**src/rtl/cpa_pkg.sv**
```systemverilog
// ----------------------------------------------------------------------------
// cpa_pkg: shared types and constants for the contiguous page allocator
// Action and status codes, controller states and the command/status structs.
// ----------------------------------------------------------------------------
package cpa_pkg;

    localparam int unsigned MAX_PAGES_DEF = 1024;
    localparam int unsigned PID_WIDTH_DEF = 8;
    localparam int unsigned ACT_W         = 2;
    localparam int unsigned PID_IN_W      = 8;
    localparam int unsigned CNT_W         = 11;
    localparam int unsigned PNUM_W        = 10;
    localparam int unsigned STAT_W        = 2;
    localparam int unsigned IDX_W         = 10;
    localparam logic [CNT_W-1:0] PAGES_RESET = 11'd1024;

    typedef enum logic [1:0] {
        ACT_ALLOC = 2'd0,
        ACT_READ  = 2'd1,
        ACT_WRITE = 2'd2,
        ACT_FREE  = 2'd3
    } action_t;

    typedef enum logic [STAT_W-1:0] {
        ST_OK       = 2'd0,
        ST_NOSPACE  = 2'd1,
        ST_NOTFOUND = 2'd2
    } status_t;

    typedef enum logic [3:0] {
        S_IDLE,
        S_CNT_RD,
        S_CNT,
        S_RUN_RD,
        S_RUN,
        S_CMP_RD,
        S_CMP,
        S_CLR,
        S_FILL,
        S_OWN_RD,
        S_OWN,
        S_FREE_RD,
        S_FREE,
        S_DONE
    } state_t;

    // Controller to datapath
    typedef struct packed {
        logic load;       // capture request, clear scan pointers
        logic rd;         // issue table read at scan pointer
        logic count_step; // accumulate free count on read data
        logic run_step;   // advance run search on read data
        logic cmp_step;   // compaction move on read data
        logic clr_step;   // clear entry at write pointer
        logic fill_step;  // mark entry at fill pointer
        logic own_step;   // owner search on read data
        logic free_step;  // free run on read data
        logic rewind;     // reset scan pointers for a new pass
        logic set_comp;   // record compaction
        logic set_owner;  // lookup/free: owner found at the entry just read
    } cmd_t;

    // Datapath to controller
    typedef struct packed {
        logic    init_done;  // clearing pass after reset finished
        logic    scan_end;   // scan pointer reached managed count
        logic    cnt_bad;    // count zero, too large or too few free pages
        logic    run_hit;    // current read completes a run
        logic    own_hit;    // current read is owner
        logic    free_hit;   // current read continues the owner's run
        logic    clr_end;    // write pointer reached managed count
        logic    fill_end;   // run fully marked
        action_t act;
    } sts_t;

endpackage

```
**src/rtl/cpa_ctrl.sv**
```systemverilog
// ----------------------------------------------------------------------------
// cpa_ctrl: request sequencer
// Steps each request through count, search, compaction, fill, lookup, free.
// ----------------------------------------------------------------------------
module cpa_ctrl (
    input  logic           clk,
    input  logic           rst_n,
    input  logic           in_valid,
    output logic           in_ready,
    output logic           res_load,
    input  logic           res_busy,
    output cpa_pkg::cmd_t  cmd,
    input  cpa_pkg::sts_t  sts
);
    import cpa_pkg::*;

    state_t state_reg, state_next;

    always_ff @(posedge clk or negedge rst_n)
    begin
        if (!rst_n)
            state_reg <= S_IDLE;
        else
            state_reg <= state_next;
    end

    always_comb
    begin
        state_next = state_reg;
        cmd        = '0;
        in_ready   = 1'b0;
        res_load   = 1'b0;
        case (state_reg)
            S_IDLE:
            begin
                in_ready = !res_busy && sts.init_done;
                if (in_valid && in_ready)
                begin
                    cmd.load   = 1'b1;
                    state_next = S_CNT_RD;
                end
            end
            S_CNT_RD:
            begin
                if (sts.act != ACT_ALLOC)
                    state_next = S_OWN_RD;
                else if (sts.scan_end)
                    state_next = S_RUN_RD;
                else
                begin
                    cmd.rd     = 1'b1;
                    state_next = S_CNT;
                end
                if (sts.act == ACT_ALLOC && sts.scan_end)
                    cmd.rewind = 1'b1;
            end
            S_CNT:
            begin
                cmd.count_step = 1'b1;
                state_next     = S_CNT_RD;
            end
            S_RUN_RD:
            begin
                if (sts.cnt_bad)
                    state_next = S_DONE;
                else if (sts.scan_end)
                begin
                    cmd.rewind   = 1'b1;
                    cmd.set_comp = 1'b1;
                    state_next   = S_CMP_RD;
                end
                else
                begin
                    cmd.rd     = 1'b1;
                    state_next = S_RUN;
                end
            end
            S_RUN:
            begin
                cmd.run_step = 1'b1;
                state_next   = sts.run_hit ? S_FILL : S_RUN_RD;
            end
            S_CMP_RD:
            begin
                if (sts.scan_end)
                    state_next = S_CLR;
                else
                begin
                    cmd.rd     = 1'b1;
                    state_next = S_CMP;
                end
            end
            S_CMP:
            begin
                cmd.cmp_step = 1'b1;
                state_next   = S_CMP_RD;
            end
            S_CLR:
            begin
                if (sts.clr_end)
                    state_next = S_FILL;
                else
                    cmd.clr_step = 1'b1;
            end
            S_FILL:
            begin
                if (sts.fill_end)
                    state_next = S_DONE;
                else
                    cmd.fill_step = 1'b1;
            end
            S_OWN_RD:
            begin
                if (sts.scan_end)
                    state_next = S_DONE;
                else
                begin
                    cmd.rd     = 1'b1;
                    state_next = S_OWN;
                end
            end
            S_OWN:
            begin
                cmd.own_step = 1'b1;
                if (sts.own_hit)
                begin
                    cmd.set_owner = 1'b1;
                    state_next    = (sts.act == ACT_FREE) ? S_FREE_RD : S_DONE;
                end
                else
                    state_next = S_OWN_RD;
            end
            S_FREE_RD:
            begin
                if (sts.scan_end)
                    state_next = S_DONE;
                else
                begin
                    cmd.rd     = 1'b1;
                    state_next = S_FREE;
                end
            end
            S_FREE:
            begin
                cmd.free_step = 1'b1;
                state_next    = sts.free_hit ? S_FREE_RD : S_DONE;
            end
            S_DONE:
            begin
                res_load   = 1'b1;
                state_next = S_IDLE;
            end
            default:
                state_next = S_IDLE;
        endcase
    end

endmodule

```
**config.mk**
```make
export PLATFORM = sky130hd
export DESIGN_NAME = cpa_ctrl
export DESIGN_NICKNAME = d
export VERILOG_FILES = /design/src/rtl/cpa_pkg.sv /design/src/rtl/cpa_ctrl.sv
export SDC_FILE = /design/constraint.sdc
export NUM_CORES = 1
export LEC_CHECK = 0
export BUFFER_PORTS_ARGS = -buffer_cell sky130_fd_sc_hd__buf_2
export CAP_MARGIN = 20
export CORE_MARGIN = 5
export CORE_UTILIZATION = 35
export DETAILED_ROUTE_END_ITERATION = 12
export GPL_ROUTABILITY_DRIVEN = 0
export GPL_TIMING_DRIVEN = 0
export PLACE_DENSITY = 0.6
export SYNTH_ARGS = -nofsm -noshare
export SYNTH_HDL_FRONTEND = slang
export SYNTH_SLANG_ARGS = --single-unit
export TNS_END_PERCENT = 5
```
**constraint.sdc**
```tcl
create_clock -name clk -period 1.6 [get_ports clk]
set_clock_uncertainty 0.1 [all_clocks]
set_input_delay 0.24 -clock clk [delete_from_list [all_inputs] [get_ports clk]]
set_output_delay 0.24 -clock clk [all_outputs]
set_load 0.1 [all_outputs]
```
==> results.yml <==
grt:
  grt_start_max_net_pins: 11
  overflow: 0
  grt_pass1_wl_mm: 4.015
  grt.total_usage_pct: 19.76
  antenna_found_initial: 0
  grt_pass1_vias: 860
timing:
  finalHoldWorstSlack_ps: 250.1
  finalCritPeriodShare_pct: 124.6
  worst_slew_pin_slew_ps: 286.9
  post-route-min-period_ps: 1994
  layout_setup_ws_ps: -393.6
  drv_slew: 0
  fmaxAchievable_mhz: 501.6
  rsz0062_at_grt: "yes"
  finalSetupViolCount: 15
  relSlewSlack_pct: 80.76
  finalHoldViolCount: 0
routing:
  drt_iter0_markers: 19
  ant_nets: 0
  wl_per_cell_um: 17.34
  vias_per_cell: 5.913
  drt_pass1_iterations: 4
  wl_mm: 2.393
  num_vias: 816
  drt_drc_violations_left: 0
die:
  dieArea_mm2: 0.002560
  rows: 14
  die_height_um: 50.60
  die_w_um: 50.60
  core_area_mm2: 0.001541
  initial_utilization_pct: 37.42
  ios: 28
critical_path:
  slowest_stage: "dfrtp_1"
  slowest_delay_ps: 400
  reg2reg_depth: 6
  crit_chain: "or2_1 -> buf_6 -> and4bb_4 -> and2_4 -> buf_12"
  critical-path-top-delay-family: "simple AND/OR/NAND/NOR gates"
  cp_max_fo: 6
  cp-start-kind: "flop"
  cp_num_buf_inv: 2
  cp_data_arrival_time_ps: 1650
  endpoint_kind: "output pin"
  ff2ff_setup_slack_ps: -10
  cp.required_ps: 1260
  regToRegEndpoint: "state_reg[0]$_DFFE_PN0P_"
  r2r-start: "state_reg[1]$_DFFE_PN0P_"
  critPathKind: "flop to output pin"
synthesis:
  synth_top_area_share_pct: 17.35
  yosysMostFrequentCell: "nor2_1"
  synth.area.top_cells: "dfrtp_1 (17%), nor3_1 (9.5%), nor2_1 (8.5%)"
  synth.avg_cell_area_um2: 7.034
  synthAdderAreaFrac_pct: 0
  synth_nets: 96
  synth_warnings: 0
  ys_seq_area_share_pct: 17.35
  synth.top_cells.by_count: "nor2_1 (13), nor3_1 (11), a21oi_1 (9)"
  muxShareOfSynthArea_pct: 0
  synthFlopType: "dfrtp_1"
  synth_simple_gate_area_share_pct: 36.44
  async_reset_ff_share_pct: 100.0
  yosysTopAreaCell: "dfrtp_1"
  synthXorXnorAreaFrac_pct: 0
  synth-seq-cells: 4
  synth-compound-area-share_pct: 36.01
  synth_top_family_by_area: "simple AND/OR/NAND/NOR gates"
  syn-instance-count: 82
  synth_enable_flop_cells: 0
  post_synth_instance_area_um2: 576.8
  ys_types: 33
final_layout:
  n_antenna_cell: 0
  final_net_count: 138
  nFillCells: 97
  syn_to_final_growth_pct: 112.8
  largest_reg_flops: 4
  drive_above_1_share_pct: 60.66
run_status:
  failed_checks: "setup timing"
  status: "finished, violations left"
worst_hold_path:
  hold_path_end: "state_reg[1]$_DFFE_PN0P_"
  holdPathStages: 3
  min_from: "sts[5]"
  hp-class: "input pin to flop"
clock_network:
  root_buffer: "clkbuf_4"
  cts_sinks: 4
  htreeDepth: 1
  clk_pin_slew_ps: 40
  clk_latency_ps: 240
  cts_buffers: 3
  cts_tree: "built"
  clockBufferDepth: 2
pwr:
  power_mw: 2.433
  leakagePower_nw: 0.5049
  pwr_density_cell_mw_per_mm2: 1982
  ir_drop_v: 0.001177
place:
  portBuffers: 27
  dpl.hpwl_mm: 1.510
run:
  max_cap_violations: 0
-- worst max path at each step --
stage                                   startpoint       to  slack [ps]  depth (start not counted)
final                     state_reg[1]$_DFFE_PN0P_  cmd[11]        -390                          5
after global routing      state_reg[1]$_DFFE_PN0P_  cmd[11]        -440                          5
after CTS                 state_reg[3]$_DFFE_PN0P_  cmd[10]        -390                          6
after detailed placement  state_reg[3]$_DFFE_PN0P_  cmd[10]        -460                          6
after global placement    state_reg[3]$_DFFE_PN0P_  cmd[10]        -460                          6
after floorplan           state_reg[3]$_DFFE_PN0P_  cmd[10]        -570                          5
-- worst register-to-register path, stage by stage (launching register included) --
cell and delay (ps):
dfrtp_1 400, or2_1 240, buf_6 140, buf_6 120, a2111oi_4 200, a31o_2 190
o221ai_2 90
-- what timing repair did --
item	CTS	global route
endpoints found under the hold margin	4	0
setup buffers	9	0
hold buffers	1	0
endpoints found under the setup margin	15	17
pin swaps	7	4
resized for setup	77	3
-- metrics by stage --
step | util, % | setup TNS [ps] | worst slack [ps] | std cells | cell area [um^2]
2_1_floorplan | - | -5293 | -568.2 | 82 | 679.4
3_3_place_gp | 54.14 | -2959 | -462.8 | 125 | 834.6
3_5_place_dp | 54.14 | -3006 | -456.5 | 125 | 834.6
4_1_cts | 78.73 | -2300 | -387.2 | 138 | 1214
5_1_grt | 79.63 | -3193 | -436.8 | 138 | 1227
6_report | 79.63 | -2445 | -393.6 | 138 | 1227
-- report_power, final --
part           total [mW]  switching [mW]  internal (mW)
sequential          0.194          0.0386          0.155
combinational        2.11            1.25          0.864
clock               0.128          0.0439         0.0840
-- routing by layer --
metal	global-route usage (%)	part of all wire [%]	up-vias	wire [um]
met5	0	0	-	0
met4	3.830	0.71	0	17
met3	4.142	11	4	261
met2	35.95	52	56	1236
met1	23.54	37	376	877
li1	-	-	380	-
-- cell usage in the layout (no fill, tap or decap), drive strengths merged, types with 3 or more instances in the layout --
master  netlist  final
dfrtp         4      4
nor3         11     11
nand2         3      3
nand2b        4      4
inv           4      4
buf           7     43
a21oi         9      9
clkbuf        0      3
nor2         13     13
-- cells by family after synthesis --
family / after synthesis
buffers and inverters: 11
AND/OR/NAND/NOR: 40
AO/OA/AOI/OAI: 27
flip-flops: 4
-- area by class of cell --
type,instances,area (um^2),share of cell area [%]
Multi-Input combinational cell,67,570.5,46.48
Timing Repair Buffer,37,421.7,34.35
Sequential cell,4,101.3,8.257
Buffer,7,76.32,6.218
Clock buffer,3,22.52,1.835
Tap cell,16,20.02,1.631
Inverter,4,15.01,1.223
Note: power is estimated with default switching activity, not from simulation.
